<file path="src/rtl/assert_macros.svh">
// Assertion macros shared by the thermistor unit RTL.
// Needs nothing else; files that assert include it by bare name.
`ifndef ASSERT_MACROS_SVH
`define ASSERT_MACROS_SVH

// Clocked assertion, switched off while reset is asserted.
`define NTC_ASSERT(label, clk, rst_n, prop, msg) \
	label: assert property (@(posedge clk) disable iff (!rst_n) (prop)) else $error(msg);

// Clocked assertion that also holds during reset.
`define NTC_ASSERT_ALWAYS(label, clk, prop, msg) \
	label: assert property (@(posedge clk) (prop)) else $error(msg);

`endif

</file>
<file path="src/rtl/ntc_pkg.sv">
// Shared types, constants and the resistance table for the thermistor unit.
// Depends on nothing; used by every module in the folder.
package ntc_pkg;

	localparam int SAMPLES_DEF       = 10;
	localparam int TABLE_ENTRIES_DEF = 61;
	localparam int ROM_LEN           = 61;
	localparam int IDX_W             = 6;
	localparam int COLD_DEG          = -10;

	localparam int VOLT_W = 12;
	localparam int SER_W  = 20;
	localparam int SUM_W  = 16;
	localparam int CNT_W  = 4;
	localparam int TEMP_W = 15;
	localparam int RES_W  = 32;
	localparam int STAT_W = 2;
	localparam int OHM_W  = 16;

	localparam int SERIES_RST = 10000;
	localparam int FULL_RST   = 3300;

	// divider geometry: numerator left aligned, one quotient bit a cycle
	localparam int NUM_W     = 32;
	localparam int DEN_W     = 12;
	localparam int ITER_W    = 6;
	localparam int FRAC_W    = 20;
	localparam int ITER_RES  = NUM_W;
	localparam int ITER_FRAC = FRAC_W;

	localparam int FIFO_DEPTH = 2;
	localparam int FIFO_AW    = 1;
	localparam int FIFO_CW    = 2;

	localparam logic [STAT_W-1:0] ST_TABLE = 2'd0;
	localparam logic [STAT_W-1:0] ST_COLD  = 2'd1;
	localparam logic [STAT_W-1:0] ST_HOT   = 2'd2;
	localparam logic [STAT_W-1:0] ST_RANGE = 2'd3;

	localparam logic [0:0] REG_SERIES = 1'b0;
	localparam logic [0:0] REG_FULL   = 1'b1;

	typedef struct packed {
		logic              start;
		logic [NUM_W-1:0]  num;
		logic [DEN_W-1:0]  den;
		logic [ITER_W-1:0] iters;
	} div_req_t;

	typedef struct packed {
		logic             busy;
		logic             done;
		logic [NUM_W-1:0] quot;
	} div_rsp_t;

	// thermistor ohms per whole degree, -10 C upwards, descending
	function automatic logic [OHM_W-1:0] rom_ohms(input logic [IDX_W-1:0] idx);
		logic [OHM_W-1:0] r;
		case (idx)
			6'd0:  r = 16'd51815;
			6'd1:  r = 16'd49283;
			6'd2:  r = 16'd46889;
			6'd3:  r = 16'd44624;
			6'd4:  r = 16'd42481;
			6'd5:  r = 16'd40450;
			6'd6:  r = 16'd38526;
			6'd7:  r = 16'd36702;
			6'd8:  r = 16'd34971;
			6'd9:  r = 16'd33329;
			6'd10: r = 16'd31770;
			6'd11: r = 16'd30253;
			6'd12: r = 16'd28815;
			6'd13: r = 16'd27453;
			6'd14: r = 16'd26160;
			6'd15: r = 16'd24935;
			6'd16: r = 16'd23772;
			6'd17: r = 16'd22668;
			6'd18: r = 16'd21620;
			6'd19: r = 16'd20626;
			6'd20: r = 16'd19681;
			6'd21: r = 16'd18784;
			6'd22: r = 16'd17932;
			6'd23: r = 16'd17122;
			6'd24: r = 16'd16353;
			6'd25: r = 16'd15621;
			6'd26: r = 16'd14925;
			6'd27: r = 16'd14263;
			6'd28: r = 16'd13634;
			6'd29: r = 16'd13035;
			6'd30: r = 16'd12465;
			6'd31: r = 16'd11922;
			6'd32: r = 16'd11406;
			6'd33: r = 16'd10914;
			6'd34: r = 16'd10446;
			6'd35: r = 16'd10000;
			6'd36: r = 16'd9574;
			6'd37: r = 16'd9169;
			6'd38: r = 16'd8783;
			6'd39: r = 16'd8415;
			6'd40: r = 16'd8064;
			6'd41: r = 16'd7729;
			6'd42: r = 16'd7410;
			6'd43: r = 16'd7105;
			6'd44: r = 16'd6814;
			6'd45: r = 16'd6537;
			6'd46: r = 16'd6272;
			6'd47: r = 16'd6019;
			6'd48: r = 16'd5778;
			6'd49: r = 16'd5547;
			6'd50: r = 16'd5327;
			6'd51: r = 16'd5116;
			6'd52: r = 16'd4915;
			6'd53: r = 16'd4722;
			6'd54: r = 16'd4539;
			6'd55: r = 16'd4363;
			6'd56: r = 16'd4195;
			6'd57: r = 16'd4034;
			6'd58: r = 16'd3880;
			6'd59: r = 16'd3733;
			6'd60: r = 16'd3592;
			default: r = 16'd0;
		endcase
		return r;
	endfunction

	// Q8 temperature of a table entry
	function automatic logic signed [TEMP_W-1:0] deg_q8(input logic [IDX_W-1:0] idx);
		logic signed [TEMP_W-1:0] d;
		d = $signed({{(TEMP_W-IDX_W){1'b0}}, idx}) + $signed(TEMP_W'(COLD_DEG));
		return d <<< 8;
	endfunction

endpackage

</file>
<file path="src/rtl/ntc_fifo.sv">
// Two-entry queue of sample sums between the front and back parts.
// Depends on ntc_pkg and assert_macros.svh.
`include "assert_macros.svh"

module ntc_fifo (
	input  logic                     clk,
	input  logic                     arst_n,
	input  logic                     push,
	input  logic [ntc_pkg::SUM_W-1:0] push_data,
	input  logic                     pop,
	output logic [ntc_pkg::SUM_W-1:0] head,
	output logic                     full,
	output logic                     empty
);

	logic [ntc_pkg::SUM_W-1:0]   mem_q [ntc_pkg::FIFO_DEPTH];
	logic [ntc_pkg::FIFO_AW-1:0] wr_q;
	logic [ntc_pkg::FIFO_AW-1:0] rd_q;
	logic [ntc_pkg::FIFO_CW-1:0] count_q;

	assign full  = (count_q == ntc_pkg::FIFO_CW'(ntc_pkg::FIFO_DEPTH));
	assign empty = (count_q == '0);
	assign head  = mem_q[rd_q];

	always_ff @(posedge clk) begin
		if (push) begin
			mem_q[wr_q] <= push_data;
		end
	end

	always_ff @(posedge clk or negedge arst_n) begin
		if (!arst_n) begin
			wr_q    <= '0;
			rd_q    <= '0;
			count_q <= '0;
		end else begin
			if (push) begin
				wr_q <= wr_q + 1'b1;
			end
			if (pop) begin
				rd_q <= rd_q + 1'b1;
			end
			case ({push, pop})
				2'b10:   count_q <= count_q + 1'b1;
				2'b01:   count_q <= count_q - 1'b1;
				default: count_q <= count_q;
			endcase
		end
	end

	`NTC_ASSERT(a_no_overflow, clk, arst_n, push |-> !full, "word pushed into full queue")
	`NTC_ASSERT(a_no_underflow, clk, arst_n, pop |-> !empty, "word popped from empty queue")
	`NTC_ASSERT(a_count_bound, clk, arst_n, count_q <= ntc_pkg::FIFO_CW'(ntc_pkg::FIFO_DEPTH), "queue count past depth")

endmodule

</file>
<file path="src/rtl/ntc_front.sv">
// Front part: takes sample words, accumulates them and queues each sum.
// Depends on ntc_pkg.
module ntc_front #(
	parameter int SAMPLES_PER_RESULT = ntc_pkg::SAMPLES_DEF
) (
	input  logic                      clk,
	input  logic                      arst_n,
	input  logic                      in_valid,
	output logic                      in_ready,
	input  logic [ntc_pkg::VOLT_W-1:0] voltage_mv,
	input  logic                      q_full,
	output logic                      q_push,
	output logic [ntc_pkg::SUM_W-1:0]  q_data
);

	logic [ntc_pkg::SUM_W-1:0] sum_q;
	logic [ntc_pkg::CNT_W-1:0] count_q;
	logic [ntc_pkg::SUM_W-1:0] sum_nx;
	logic                      take;
	logic                      last;

	assign in_ready = !q_full;
	assign take     = in_valid && in_ready;
	assign sum_nx   = sum_q + ntc_pkg::SUM_W'(voltage_mv);
	assign last     = ({1'b0, count_q} + 1'b1) >= (ntc_pkg::CNT_W + 1)'(SAMPLES_PER_RESULT);
	assign q_push   = take && last;
	assign q_data   = sum_nx;

	always_ff @(posedge clk or negedge arst_n) begin
		if (!arst_n) begin
			sum_q   <= '0;
			count_q <= '0;
		end else if (take) begin
			// restart the window once the sum is queued
			if (last) begin
				sum_q   <= '0;
				count_q <= '0;
			end else begin
				sum_q   <= sum_nx;
				count_q <= count_q + 1'b1;
			end
		end
	end

endmodule

</file>
<file path="src/rtl/ntc_div.sv">
// Restoring divider, one quotient bit a cycle, shared by the back part.
// Depends on ntc_pkg (request and response structs).
module ntc_div (
	input  logic              clk,
	input  logic              arst_n,
	input  ntc_pkg::div_req_t req,
	output ntc_pkg::div_rsp_t rsp
);

	logic [ntc_pkg::NUM_W-1:0]  num_q;
	logic [ntc_pkg::NUM_W-1:0]  quot_q;
	logic [ntc_pkg::DEN_W-1:0]  den_q;
	logic [ntc_pkg::DEN_W-1:0]  rem_q;
	logic [ntc_pkg::ITER_W-1:0] cnt_q;
	logic                       busy_q;
	logic                       done_q;
	logic [ntc_pkg::DEN_W:0]    rem_sh;
	logic [ntc_pkg::DEN_W:0]    rem_sub;
	logic                       ge;

	assign rem_sh  = {rem_q, num_q[ntc_pkg::NUM_W-1]};
	assign ge      = rem_sh >= {1'b0, den_q};
	assign rem_sub = rem_sh - {1'b0, den_q};

	assign rsp.busy = busy_q;
	assign rsp.done = done_q;
	assign rsp.quot = quot_q;

	always_ff @(posedge clk) begin
		if (req.start) begin
			num_q  <= req.num;
			den_q  <= req.den;
			rem_q  <= '0;
			quot_q <= '0;
		end else if (busy_q) begin
			num_q  <= {num_q[ntc_pkg::NUM_W-2:0], 1'b0};
			rem_q  <= ge ? rem_sub[ntc_pkg::DEN_W-1:0] : rem_sh[ntc_pkg::DEN_W-1:0];
			quot_q <= {quot_q[ntc_pkg::NUM_W-2:0], ge};
		end
	end

	always_ff @(posedge clk or negedge arst_n) begin
		if (!arst_n) begin
			busy_q <= 1'b0;
			done_q <= 1'b0;
			cnt_q  <= '0;
		end else begin
			done_q <= 1'b0;
			if (req.start) begin
				busy_q <= 1'b1;
				cnt_q  <= req.iters;
			end else if (busy_q) begin
				cnt_q <= cnt_q - 1'b1;
				if (cnt_q == ntc_pkg::ITER_W'(1)) begin
					busy_q <= 1'b0;
					done_q <= 1'b1;
				end
			end
		end
	end

endmodule

</file>
<file path="src/rtl/ntc_back.sv">
// Back part: mean, divider resistance, table search and interpolation.
// Depends on ntc_pkg, ntc_div and assert_macros.svh.
`include "assert_macros.svh"

module ntc_back #(
	parameter int SAMPLES_PER_RESULT = ntc_pkg::SAMPLES_DEF,
	parameter int TABLE_ENTRIES      = ntc_pkg::TABLE_ENTRIES_DEF
) (
	input  logic                              clk,
	input  logic                              arst_n,
	input  logic [ntc_pkg::SER_W-1:0]          series_resistance,
	input  logic [ntc_pkg::VOLT_W-1:0]         full_scale_mv,
	input  logic                              q_empty,
	input  logic [ntc_pkg::SUM_W-1:0]          q_head,
	output logic                              q_pop,
	output logic                              out_valid,
	input  logic                              out_ready,
	output logic signed [ntc_pkg::TEMP_W-1:0]  temperature_q8,
	output logic [ntc_pkg::VOLT_W-1:0]         mean_voltage_mv,
	output logic [ntc_pkg::RES_W-1:0]          resistance_ohms,
	output logic [ntc_pkg::STAT_W-1:0]         status
);

	localparam int N_CLIP  = (TABLE_ENTRIES > ntc_pkg::ROM_LEN) ? ntc_pkg::ROM_LEN : TABLE_ENTRIES;
	localparam int N_USED  = (N_CLIP < 2) ? 2 : N_CLIP;
	localparam logic [ntc_pkg::IDX_W-1:0] LAST_IDX = ntc_pkg::IDX_W'(N_USED - 1);

	// sum / SAMPLES_PER_RESULT as (sum * MEAN_MUL) >> MEAN_SH, exact for every sum
	localparam int MEAN_SH = ntc_pkg::SUM_W + $clog2(SAMPLES_PER_RESULT);
	localparam logic [ntc_pkg::SUM_W:0] MEAN_MUL = (ntc_pkg::SUM_W + 1)'(
		((64'd1 << MEAN_SH) + 64'(SAMPLES_PER_RESULT) - 64'd1) / 64'(SAMPLES_PER_RESULT));

	localparam logic [3:0] S_IDLE   = 4'd0;
	localparam logic [3:0] S_CMP    = 4'd2;
	localparam logic [3:0] S_RSTART = 4'd3;
	localparam logic [3:0] S_RES    = 4'd4;
	localparam logic [3:0] S_CHK    = 4'd5;
	localparam logic [3:0] S_SRCH   = 4'd6;
	localparam logic [3:0] S_FRAC   = 4'd7;
	localparam logic [3:0] S_WRITE  = 4'd8;

	logic [3:0]                       state_q;
	logic [ntc_pkg::VOLT_W-1:0]        mean_q;
	logic [ntc_pkg::RES_W-1:0]         prod_q;
	logic [ntc_pkg::RES_W-1:0]         res_q;
	logic [ntc_pkg::IDX_W-1:0]         lo_q;
	logic [ntc_pkg::IDX_W-1:0]         hi_q;
	logic signed [ntc_pkg::TEMP_W-1:0] t_q;
	logic signed [ntc_pkg::TEMP_W-1:0] last_q;
	logic [ntc_pkg::STAT_W-1:0]        stat_q;
	logic                             out_valid_q;

	ntc_pkg::div_req_t div_req;
	ntc_pkg::div_rsp_t div_rsp;

	logic [2*ntc_pkg::SUM_W:0] mean_prod;
	logic [ntc_pkg::IDX_W:0]   mid_sum;
	logic [ntc_pkg::IDX_W-1:0] mid;
	logic [ntc_pkg::OHM_W-1:0] r_mid;
	logic [ntc_pkg::OHM_W-1:0] r_lo;
	logic [ntc_pkg::OHM_W-1:0] r_hi;
	logic [ntc_pkg::OHM_W-1:0] r_first;
	logic [ntc_pkg::OHM_W-1:0] r_last;
	logic [ntc_pkg::OHM_W-1:0] seg_d;
	logic [ntc_pkg::OHM_W-1:0] seg_off;
	logic [ntc_pkg::FRAC_W-1:0] frac_num;
	logic                      narrow;
	logic                      slot_free;

	assign mean_prod = (2*ntc_pkg::SUM_W + 1)'(q_head) * (2*ntc_pkg::SUM_W + 1)'(MEAN_MUL);
	assign mid_sum   = {1'b0, lo_q} + {1'b0, hi_q};
	assign mid       = mid_sum[ntc_pkg::IDX_W:1];
	assign r_mid     = ntc_pkg::rom_ohms(mid);
	assign r_lo      = ntc_pkg::rom_ohms(lo_q);
	assign r_hi      = ntc_pkg::rom_ohms(hi_q);
	assign r_first   = ntc_pkg::rom_ohms('0);
	assign r_last    = ntc_pkg::rom_ohms(LAST_IDX);
	assign narrow    = (hi_q - lo_q) <= ntc_pkg::IDX_W'(1);
	// segment width and offset span at most one table step, so 12 bits suffice
	assign seg_d     = r_lo - r_hi;
	assign seg_off   = r_lo - res_q[ntc_pkg::OHM_W-1:0];
	assign frac_num  = {seg_off[ntc_pkg::DEN_W-1:0], 8'd0}
		+ ntc_pkg::FRAC_W'(seg_d[ntc_pkg::DEN_W-1:1]);
	assign slot_free = !out_valid_q || out_ready;

	assign q_pop = (state_q == S_IDLE) && !q_empty;

	always_comb begin
		div_req.start = 1'b0;
		div_req.num   = '0;
		div_req.den   = '0;
		div_req.iters = '0;
		case (state_q)
			S_RSTART: begin
				div_req.start = 1'b1;
				div_req.num   = prod_q;
				div_req.den   = full_scale_mv - mean_q;
				div_req.iters = ntc_pkg::ITER_W'(ntc_pkg::ITER_RES);
			end
			S_SRCH: begin
				div_req.start = narrow;
				div_req.num   = {frac_num, {(ntc_pkg::NUM_W-ntc_pkg::FRAC_W){1'b0}}};
				div_req.den   = seg_d[ntc_pkg::DEN_W-1:0];
				div_req.iters = ntc_pkg::ITER_W'(ntc_pkg::ITER_FRAC);
			end
			default: begin
				div_req.start = 1'b0;
			end
		endcase
	end

	ntc_div u_div (
		.clk    (clk),
		.arst_n (arst_n),
		.req    (div_req),
		.rsp    (div_rsp)
	);

	// datapath registers
	always_ff @(posedge clk) begin
		case (state_q)
			S_IDLE: begin
				if (!q_empty) begin
					mean_q <= mean_prod[MEAN_SH +: ntc_pkg::VOLT_W];
				end
			end
			S_CMP: begin
				prod_q <= ntc_pkg::RES_W'(mean_q) * ntc_pkg::RES_W'(series_resistance);
				if (mean_q >= full_scale_mv) begin
					stat_q <= ntc_pkg::ST_RANGE;
					t_q    <= last_q;
					res_q  <= '0;
				end
			end
			S_RES: begin
				if (div_rsp.done) begin
					res_q <= div_rsp.quot;
				end
			end
			S_CHK: begin
				lo_q <= '0;
				hi_q <= LAST_IDX;
				if (res_q > ntc_pkg::RES_W'(r_first)) begin
					stat_q <= ntc_pkg::ST_COLD;
					t_q    <= ntc_pkg::deg_q8('0);
				end else if (res_q < ntc_pkg::RES_W'(r_last)) begin
					stat_q <= ntc_pkg::ST_HOT;
					t_q    <= ntc_pkg::deg_q8(LAST_IDX);
				end else if (res_q == ntc_pkg::RES_W'(r_last)) begin
					stat_q <= ntc_pkg::ST_TABLE;
					t_q    <= ntc_pkg::deg_q8(LAST_IDX);
				end
			end
			S_SRCH: begin
				if (!narrow) begin
					if (ntc_pkg::RES_W'(r_mid) >= res_q) begin
						lo_q <= mid;
					end else begin
						hi_q <= mid;
					end
				end
			end
			S_FRAC: begin
				if (div_rsp.done) begin
					stat_q <= ntc_pkg::ST_TABLE;
					t_q    <= ntc_pkg::deg_q8(lo_q)
						+ $signed({{(ntc_pkg::TEMP_W-9){1'b0}}, div_rsp.quot[8:0]});
				end
			end
			default: begin
				prod_q <= prod_q;
			end
		endcase
	end

	always_ff @(posedge clk or negedge arst_n) begin
		if (!arst_n) begin
			state_q <= S_IDLE;
		end else begin
			case (state_q)
				S_IDLE: begin
					if (!q_empty) begin
						state_q <= S_CMP;
					end
				end
				S_CMP: begin
					state_q <= (mean_q >= full_scale_mv) ? S_WRITE : S_RSTART;
				end
				S_RSTART: begin
					state_q <= S_RES;
				end
				S_RES: begin
					if (div_rsp.done) begin
						state_q <= S_CHK;
					end
				end
				S_CHK: begin
					if (res_q > ntc_pkg::RES_W'(r_first) || res_q <= ntc_pkg::RES_W'(r_last)) begin
						state_q <= S_WRITE;
					end else begin
						state_q <= S_SRCH;
					end
				end
				S_SRCH: begin
					if (narrow) begin
						state_q <= S_FRAC;
					end
				end
				S_FRAC: begin
					if (div_rsp.done) begin
						state_q <= S_WRITE;
					end
				end
				S_WRITE: begin
					if (slot_free) begin
						state_q <= S_IDLE;
					end
				end
				default: begin
					state_q <= S_IDLE;
				end
			endcase
		end
	end

	// hold the last table temperature for out-of-range results
	always_ff @(posedge clk or negedge arst_n) begin
		if (!arst_n) begin
			last_q <= '0;
		end else if (state_q == S_WRITE && slot_free && stat_q != ntc_pkg::ST_RANGE) begin
			last_q <= t_q;
		end
	end

	always_ff @(posedge clk or negedge arst_n) begin
		if (!arst_n) begin
			out_valid_q <= 1'b0;
		end else if (state_q == S_WRITE && slot_free) begin
			out_valid_q <= 1'b1;
		end else if (out_ready) begin
			out_valid_q <= 1'b0;
		end
	end

	always_ff @(posedge clk) begin
		if (state_q == S_WRITE && slot_free) begin
			temperature_q8  <= t_q;
			mean_voltage_mv <= mean_q;
			resistance_ohms <= res_q;
			status          <= stat_q;
		end
	end

	assign out_valid = out_valid_q;

	`NTC_ASSERT(a_div_start_idle, clk, arst_n, div_req.start |-> !div_rsp.busy, "divider restarted while busy")
	`NTC_ASSERT(a_search_order, clk, arst_n, (state_q == S_SRCH) |-> (lo_q < hi_q), "search bracket collapsed")
	`NTC_ASSERT(a_range_res_zero, clk, arst_n, (out_valid && status == ntc_pkg::ST_RANGE) |-> (resistance_ohms == '0), "out-of-range word carries resistance")

endmodule

</file>
<file path="src/rtl/ntc_thermistor_temperature_unit.sv">
// NTC thermistor temperature unit.
// Input channel in_valid/in_ready carries one voltage_mv word per sample.
// After every SAMPLES_PER_RESULT samples one result word leaves on
// out_valid/out_ready: temperature_q8, mean_voltage_mv, resistance_ohms, status.
// The front accumulates samples and queues each window sum (two entries);
// the back takes a sum, scales it to the mean with a reciprocal multiply,
// forms mean*series/(full-mean), searches the table and interpolates the fraction.
// Both divisions share one divider that yields a bit a cycle. With the back
// idle, the result of a window passes the mean, the resistance division, the
// range check and search, the fraction division and the load of the output
// register, in that order. Clamped results skip the search and the fraction;
// out-of-range ones skip both divisions and the search.
// The back takes one queued sum at a time and pops the next only when idle;
// samples are taken one a cycle while the queue has room.
// A stalled receiver holds the result in the output register; the back then
// waits with its next result, and the front stops once the queue is full.
// Reset clears the window, the held temperature and the registers to 10000
// ohms and 3300 mV. APB: series_resistance at 0x0, full_scale_mv at 0x4.
module ntc_thermistor_temperature_unit #(
	parameter int SAMPLES_PER_RESULT = ntc_pkg::SAMPLES_DEF,
	parameter int TABLE_ENTRIES      = ntc_pkg::TABLE_ENTRIES_DEF
) (
	input  logic                              clk,
	input  logic                              arst_n,
	input  logic                              psel,
	input  logic                              penable,
	input  logic                              pwrite,
	input  logic [2:0]                        paddr,
	input  logic [31:0]                       pwdata,
	output logic [31:0]                       prdata,
	output logic                              pready,
	input  logic                              in_valid,
	output logic                              in_ready,
	input  logic [ntc_pkg::VOLT_W-1:0]         voltage_mv,
	output logic                              out_valid,
	input  logic                              out_ready,
	output logic signed [ntc_pkg::TEMP_W-1:0]  temperature_q8,
	output logic [ntc_pkg::VOLT_W-1:0]         mean_voltage_mv,
	output logic [ntc_pkg::RES_W-1:0]          resistance_ohms,
	output logic [ntc_pkg::STAT_W-1:0]         status
);

	logic [ntc_pkg::SER_W-1:0]  series_q;
	logic [ntc_pkg::VOLT_W-1:0] full_q;
	logic                       wr_en;
	logic                       q_push;
	logic                       q_pop;
	logic                       q_full;
	logic                       q_empty;
	logic [ntc_pkg::SUM_W-1:0]  q_data;
	logic [ntc_pkg::SUM_W-1:0]  q_head;

	assign pready = 1'b1;
	assign wr_en  = psel && penable && pwrite && pready;

	always_ff @(posedge clk or negedge arst_n) begin
		if (!arst_n) begin
			series_q <= ntc_pkg::SER_W'(ntc_pkg::SERIES_RST);
			full_q   <= ntc_pkg::VOLT_W'(ntc_pkg::FULL_RST);
		end else if (wr_en) begin
			case (paddr[2])
				ntc_pkg::REG_SERIES: series_q <= pwdata[ntc_pkg::SER_W-1:0];
				ntc_pkg::REG_FULL:   full_q   <= pwdata[ntc_pkg::VOLT_W-1:0];
				default:             series_q <= series_q;
			endcase
		end
	end

	always_comb begin
		case (paddr[2])
			ntc_pkg::REG_SERIES: prdata = {{(32-ntc_pkg::SER_W){1'b0}}, series_q};
			ntc_pkg::REG_FULL:   prdata = {{(32-ntc_pkg::VOLT_W){1'b0}}, full_q};
			default:             prdata = '0;
		endcase
	end

	ntc_front #(
		.SAMPLES_PER_RESULT (SAMPLES_PER_RESULT)
	) u_front (
		.clk        (clk),
		.arst_n     (arst_n),
		.in_valid   (in_valid),
		.in_ready   (in_ready),
		.voltage_mv (voltage_mv),
		.q_full     (q_full),
		.q_push     (q_push),
		.q_data     (q_data)
	);

	ntc_fifo u_fifo (
		.clk       (clk),
		.arst_n    (arst_n),
		.push      (q_push),
		.push_data (q_data),
		.pop       (q_pop),
		.head      (q_head),
		.full      (q_full),
		.empty     (q_empty)
	);

	ntc_back #(
		.SAMPLES_PER_RESULT (SAMPLES_PER_RESULT),
		.TABLE_ENTRIES      (TABLE_ENTRIES)
	) u_back (
		.clk               (clk),
		.arst_n            (arst_n),
		.series_resistance (series_q),
		.full_scale_mv     (full_q),
		.q_empty           (q_empty),
		.q_head            (q_head),
		.q_pop             (q_pop),
		.out_valid         (out_valid),
		.out_ready         (out_ready),
		.temperature_q8    (temperature_q8),
		.mean_voltage_mv   (mean_voltage_mv),
		.resistance_ohms   (resistance_ohms),
		.status            (status)
	);

endmodule

</file>
<file path="config.mk">
export PLATFORM = sky130hd
export DESIGN_NAME = ntc_thermistor_temperature_unit
export DESIGN_NICKNAME = d
export VERILOG_FILES = /design/src/rtl/ntc_pkg.sv /design/src/rtl/ntc_fifo.sv /design/src/rtl/ntc_front.sv /design/src/rtl/ntc_div.sv /design/src/rtl/ntc_back.sv /design/src/rtl/ntc_thermistor_temperature_unit.sv
export VERILOG_INCLUDE_DIRS = /design/src /design/src/rtl
export SDC_FILE = /design/constraint.sdc
export NUM_CORES = 2
export LEC_CHECK = 0
export BUFFER_PORTS_ARGS = -buffer_cell sky130_fd_sc_hd__clkbuf_2
export CELL_PAD_IN_SITES_DETAIL_PLACEMENT = 1
export CELL_PAD_IN_SITES_GLOBAL_PLACEMENT = 1
export CORE_MARGIN = 3
export CORE_UTILIZATION = 50
export CTS_CLUSTER_SIZE = 25
export DETAILED_ROUTE_END_ITERATION = 6
export GPL_TIMING_DRIVEN = 0
export PLACE_DENSITY = 0.87
export SYNTH_ARGS = -nofsm -noshare
export SYNTH_HDL_FRONTEND = slang
export SYNTH_SLANG_ARGS = --single-unit
</file>
<file path="constraint.sdc">
create_clock -name clk -period 18.1 [get_ports clk]
set_input_delay 4.525 -clock clk [delete_from_list [all_inputs] [get_ports clk]]
set_output_delay 4.525 -clock clk [all_outputs]
set_load 0.02 [all_outputs]
</file>
**Yosys cells after proc, flatten, opt, wreduce, memory -nomap -nowiden**

Memories as Yosys holds them, arrays and structs flattened. A register that Yosys moved wholly into a read port is not among the register bits.
Cells that the tools add are included.

- RAM bits: 32
- Memory bits (read-only): 3072
- Output and inout port bits: 96
- Register bits: 338
- Memories kept: 4
- Input port bits: 54

- Bitwise logic cells: 2
- Muxes and demuxes: 52
- Equal/unequal tests: 23
- Order comparisons: 8
- Reduce and logical (&&, ||, !) cells: 28
- Multiply operators: 2
- Add/subtract/negate cells: 17

Memories:

| name | depth | bits a word | read ports | clocked after Yosys merged registers in | wr ports | RTL line | text |
|---|---|---|---|---|---|---|---|
| (no name shown) | 64 | 16 | 1 | 1 | 0 | ntc_pkg.sv:59 | `case (idx)` |
| (no name shown) | 64 | 16 | 1 | 1 | 0 | ntc_pkg.sv:59 |  |
| (no name shown) | 64 | 16 | 1 | 0 | 0 | ntc_pkg.sv:59 |  |
| u_fifo.mem_q | 2 | 16 | 1 | 0 | 1 | ntc_fifo.sv:16 | `logic [ntc_pkg::SUM_W-1:0] mem_q [ntc_pkg::FIFO_DEPTH];` |

Operators with widths:

| kind | count |
|---|---|
| 32-bit two-way mux | 4 |
| 32-bit case mux with 2 select lines | 2 |
| 50-bit case mux with 2 select lines | 1 |
| 15-bit two-way mux | 5 |
| 6-bit two-way mux | 8 |
| 12-bit subtractor | 4 |
| 15-bit case mux with 3 select lines | 1 |
| 32-bit by 12-bit equality test with 1-bit output, second input constant | 1 |
| 16-bit by 32-bit >= comparator with 1-bit output | 1 |
| 32-bit by 16-bit > comparator with 1-bit output, second input constant | 1 |
| 32-bit by 12-bit <= comparator with 1-bit output, second input constant | 1 |
| 32-bit by 12-bit less-than comparator with 1-bit output, second input constant | 1 |
| 12-bit by 20-bit multiplier with 32-bit output | 1 |
| 4-bit two-way mux | 8 |
| 4-bit case mux with 8 select lines | 1 |
| 16-bit by 16-bit multiplier with 31-bit output, second input constant | 1 |
| 6-bit case mux with 2 select lines | 2 |
| 20-bit by 11-bit adder with 20-bit output | 1 |
| 16-bit by 12-bit adder with 16-bit output | 1 |
| 4-bit by 3-bit equality test with 1-bit output, second input constant | 4 |
| 16-bit two-way mux | 1 |
| 15-bit by 10-bit adder with 15-bit output | 1 |
| 13-bit by 12-bit >= comparator with 1-bit output | 1 |
| 12-bit >= comparator | 1 |
| other kinds (37) | 79 |

**Logic depth before layout (Yosys ltp)**

An unclocked memory read counts as a cell.

- Depth in word-level cells: 7
- Mapped depth: 30
- Depth with buffers taken out: 26

**By module**

From an unflattened synthesis, not the netlist that was laid out.

- Cells, all modules: 3547
- Area, all modules: 34822.1 um2

By module, submodules not included:

| module | cells an instance | times used | sequential area each (um2) | area an instance (um2) |
|---|---|---|---|---|
| ntc_back | 2833 | 1 | 5965.7 | 25957.4 |
| ntc_div | 367 | 1 | 2402.3 | 4327.9 |
| ntc_thermistor_temperature_unit | 106 | 1 | 814.5 | 1582.8 |
| ntc_front | 175 | 1 | 500.5 | 1562.7 |
| ntc_fifo | 66 | 1 | 1061.0 | 1391.3 |

**Least setup slack after synthesis**

No wires, ideal clock.

- Path kind: input-to-output
- From: in paddr[2]
- To: out prdata[0]
- Cell stages on the path: 2
- Data arrival time: 5.276 ns
- Setup slack: 8.299 ns
- Path through: buf_1 > mux2_2

- Cells in the longest elaborated chain, start to end: 2

Ends and longest elaborated chain:

| what | RTL line | text |
|---|---|---|
| start, declared | ntc_thermistor_temperature_unit.sv:28 | `input logic [2:0] paddr,` |
| 1-bit inverter (no source line) | n/a |  |
| 32-bit case mux with 2 select lines (*) | ntc_thermistor_temperature_unit.sv:70 | `case (paddr[2])` |
| end, declared | ntc_thermistor_temperature_unit.sv:30 | `output logic [31:0] prdata,` |

Every way passes the cells marked *; elsewhere a longest branch is shown, timed or not. The select of a mux whose other input is x is not followed.

**Worst setup path in the final report**

- From: in paddr[2]
- To: out prdata[8]

The elaborated chain is that of the path after synthesis.

==> impl_metrics.csv <==
group,metric,value,unit
clock_network,postCtsHoldBufs,0,
critical_path,path_cells,"clkbuf_2, buf_1, mux2_2, clkbuf_2",
grt,grt_pass1_wl,182500,µm
cells_and_area,mostFrequentLayoutCell,"inv_1",
synth,avgSynthCellArea,9.640,µm²
critical_path,critPathLaunchType,"input pin",
drt,viasPerCell,6.187,
timing,finalSetupTns,0,ns
clock_network,htree_levels,2,
drt,drt_first_pass_iters,6,
floorplan,die_h,267.8,µm
grt,gr-total-overflow,0,
cells_and_area,final_util,55.77,%
clock_network,cts.path.max_buffers,3,
cells_and_area,fin_area,37660,µm²
critical_path,crit_family,"buffers and inverters",
drt,wl,117700,µm
cells_and_area,nets,4378,
synth,syn_inst,3554,
floorplan,die_w,267.8,µm
floorplan,initial_utilization,50.74,%
grt,grt_max_degree,85,
critical_path,r2r_cells,28,
drt,vias,28756,
critical_path,worst-setup-path-type,"input pin to output pin",
critical_path,cp_slowest_cell,"buf_1",
cells_and_area,diodes,0,
clock_network,cts_setup_buffers,0,
timing,max_freq,0.09669,GHz
clock_network,clkTransAtPathRegs,0.06,ns
drt,wl_per_cell,25.33,µm
drt,drtAntennaViolNets,0,
synth,yosys-top-cells-area,"edfxtp_1 21%, fa_1 16%, ha_1 12%",
synth,synth_edf_count,242,
floorplan,die_area,71700,µm²
floorplan,coreArea,67510,µm²
place,place_hpwl,89730,µm
drt,drtIter0Drc,2444,
critical_path,cp_max_fo,10,
critical_path,path_common_cell,"clkbuf_2",
timing,rsz0062_at_grt,"no",
synth,synth_top_area_share,21.21,%
place,postPlaceCellArea,36120,µm²
critical_path,worst_ep_arrival_time,5.82,ns
synth,async_flop_share,21.32,%
clock_network,cts_num_sinks,394,
timing,finalCritPeriodShare,57.14,%
grt,grt_pass1_vias,31457,
synth,ys_warn_count,0,
critical_path,path_buf_inv,3,
timing,worstMarginPinSlew,1.152,ns
synth,ys.flop_type,"edfxtp_1",
timing,report.final.slew_viol_count,0,
floorplan,row_count,95,
synth,ys_seq_area_share,31.36,%
grt,grt.total_usage,32.92,%
critical_path,r2r_end,"u_back.r_lo[9]",
clock_network,cts_resized,0,
place,portBuffers,122,
clock_network,clk_latency,0.63,ns
timing,setup_violations,0,
synth,synth_cell_types,85,
synth,yosys.area.top_type,"edfxtp_1",
job,drv_cap,0,
timing,min_period,10.34,ns
hold_path,min_path_cells,0,
timing,skew,0.05232,ns
clock_network,numCtsBuffers,44,
outcome,outcome,"completed",
hold_path,hold_end,"u_back.resistance_ohms[28]",
grt,antenna_found_initial,1,
timing,finalHoldViolCount,0,
floorplan,io_pins,150,
cells_and_area,syn2layout_area_growth,9.912,%
hold_path,hold_class,"register to register",
drt,drc,0,
synth,syn-cell-area,34260,µm²
critical_path,slowest_delay,0.52,ns
clock_network,cts-root-buf,"clkbuf_16",
critical_path,r2r-start,"u_back.lo_q[1]",
cells_and_area,final_cell_mix,"442 x inv_1, 388 x nand2_1, 315 x ha_1, 269 x fa_1, 242 x edfxtp_1",
critical_path,endpoint_kind,"output pin",
critical_path,ff2ff_setup_slack,8.65,ns
critical_path,required,13.57,ns
synth,synth_seq_cells,394,
hold_path,hp-start,"u_back.res_q[28]",
timing,maxSlewHeadroom,20.98,%
place,place.gp.congestion,0.9574,
cells_and_area,drive_gt1_share,9.748,%
clock_network,cts_tree,"built",
[state kept, by name (all words and copies together) (netlist names), 16 cells and up]
register,count
u_back.prod_q,32
u_back.u_div.quot_q,32
u_fifo.mem_q,32
u_back.u_div.num_q,32
u_back.resistance_ohms,32
u_back.res_q,32
u_front.sum_q,16
series_q,20
[cells in the mapped netlist, drive strengths merged (34+ instances only)]
master  count
inv       444
nand2     390
ha        315
fa        269
edfxtp    242
nor2      222
o21ai     172
a21oi     158
clkbuf    146
and2       96
mux2       87
xnor2      84
dfrtp      73
mux2i      70
dfxtp      68
nor3       61
nand3      55
buf        48
and3       47
a211oi     40
xor2       36
o211ai     35
a31oi      34
[kinds of logic (layout without fill, tap and decap cells)]
family          after synthesis  count (layout)  synth area share [%]
simple gates                997             997                 13.48
fa+ha+maj                   584             584                 27.22
buf+inv                     638             848                 7.322
other cells                   2              13               0.02192
flops                       394             394                 31.36
mux                         158             158                 5.051
xor+xnor                    120             120                 3.068
compound gates              661             661                 12.48
[worst register-to-register path, delay by kind of cell (launching register included)]
family | cells | cell delay [ns]
xor gates and xnor gates | 1 | 0.61
buffers and inverters | 8 | 2.82
DFF | 1 | 0.51
AOI/OAI and AO/OA | 11 | 2.90
and+or+nand+nor | 4 | 0.61
muxes | 1 | 0.87
adders and majority gates | 3 | 1.06
[metal layers]
metal / global-route usage (%) / part of all wire (%)
met4: 14.84 / 4.9
met5: 0 / 0.0093
met2: 57.26 / 50
met3: 5.201 / 6.9
met1: 40.51 / 39
[worst max-delay path by stage]
stage / endpoint / start / depth (start not counted) / slack (ns)
2_1_floorplan: prdata[0] / paddr[2] / 2 / 8.30
3_3_place_gp: u_back.last_q[12] / out_ready / 6 / 7.00
3_5_place_dp: prdata[1] / paddr[2] / 4 / 7.80
4_1_cts: prdata[8] / paddr[2] / 4 / 7.79
5_1_grt: prdata[6] / paddr[2] / 4 / 7.72
6_report: prdata[8] / paddr[2] / 4 / 7.76
[through the flow]
stage / hold WS (ns) / std cells / worst slack (ns)
2_1_floorplan: 0.4222 / 3565 / 8.299
3_3_place_gp: 0.4306 / 4560 / 6.997
3_5_place_dp: 0.4358 / 4567 / 7.796
4_1_cts: 0.4531 / 4648 / 7.785
5_1_grt: 0.4585 / 4648 / 7.724
6_report: 0.4533 / 4648 / 7.758
[final cells by class]
cell class / count / area [µm²]
buffer: 194 / 842.1
clock buffer: 54 / 1189
clock inverter: 27 / 339.1
fill: 7658 / 29860
inverter: 444 / 1667
multi-input combinational: 2533 / 21070
sequential: 394 / 10740
tap: 873 / 1092
timing repair buffer: 129 / 715.7
Power is left out: the tool's default activity adds up to more than one toggle a clock period on the data nets, which glitch-free logic cannot reach.
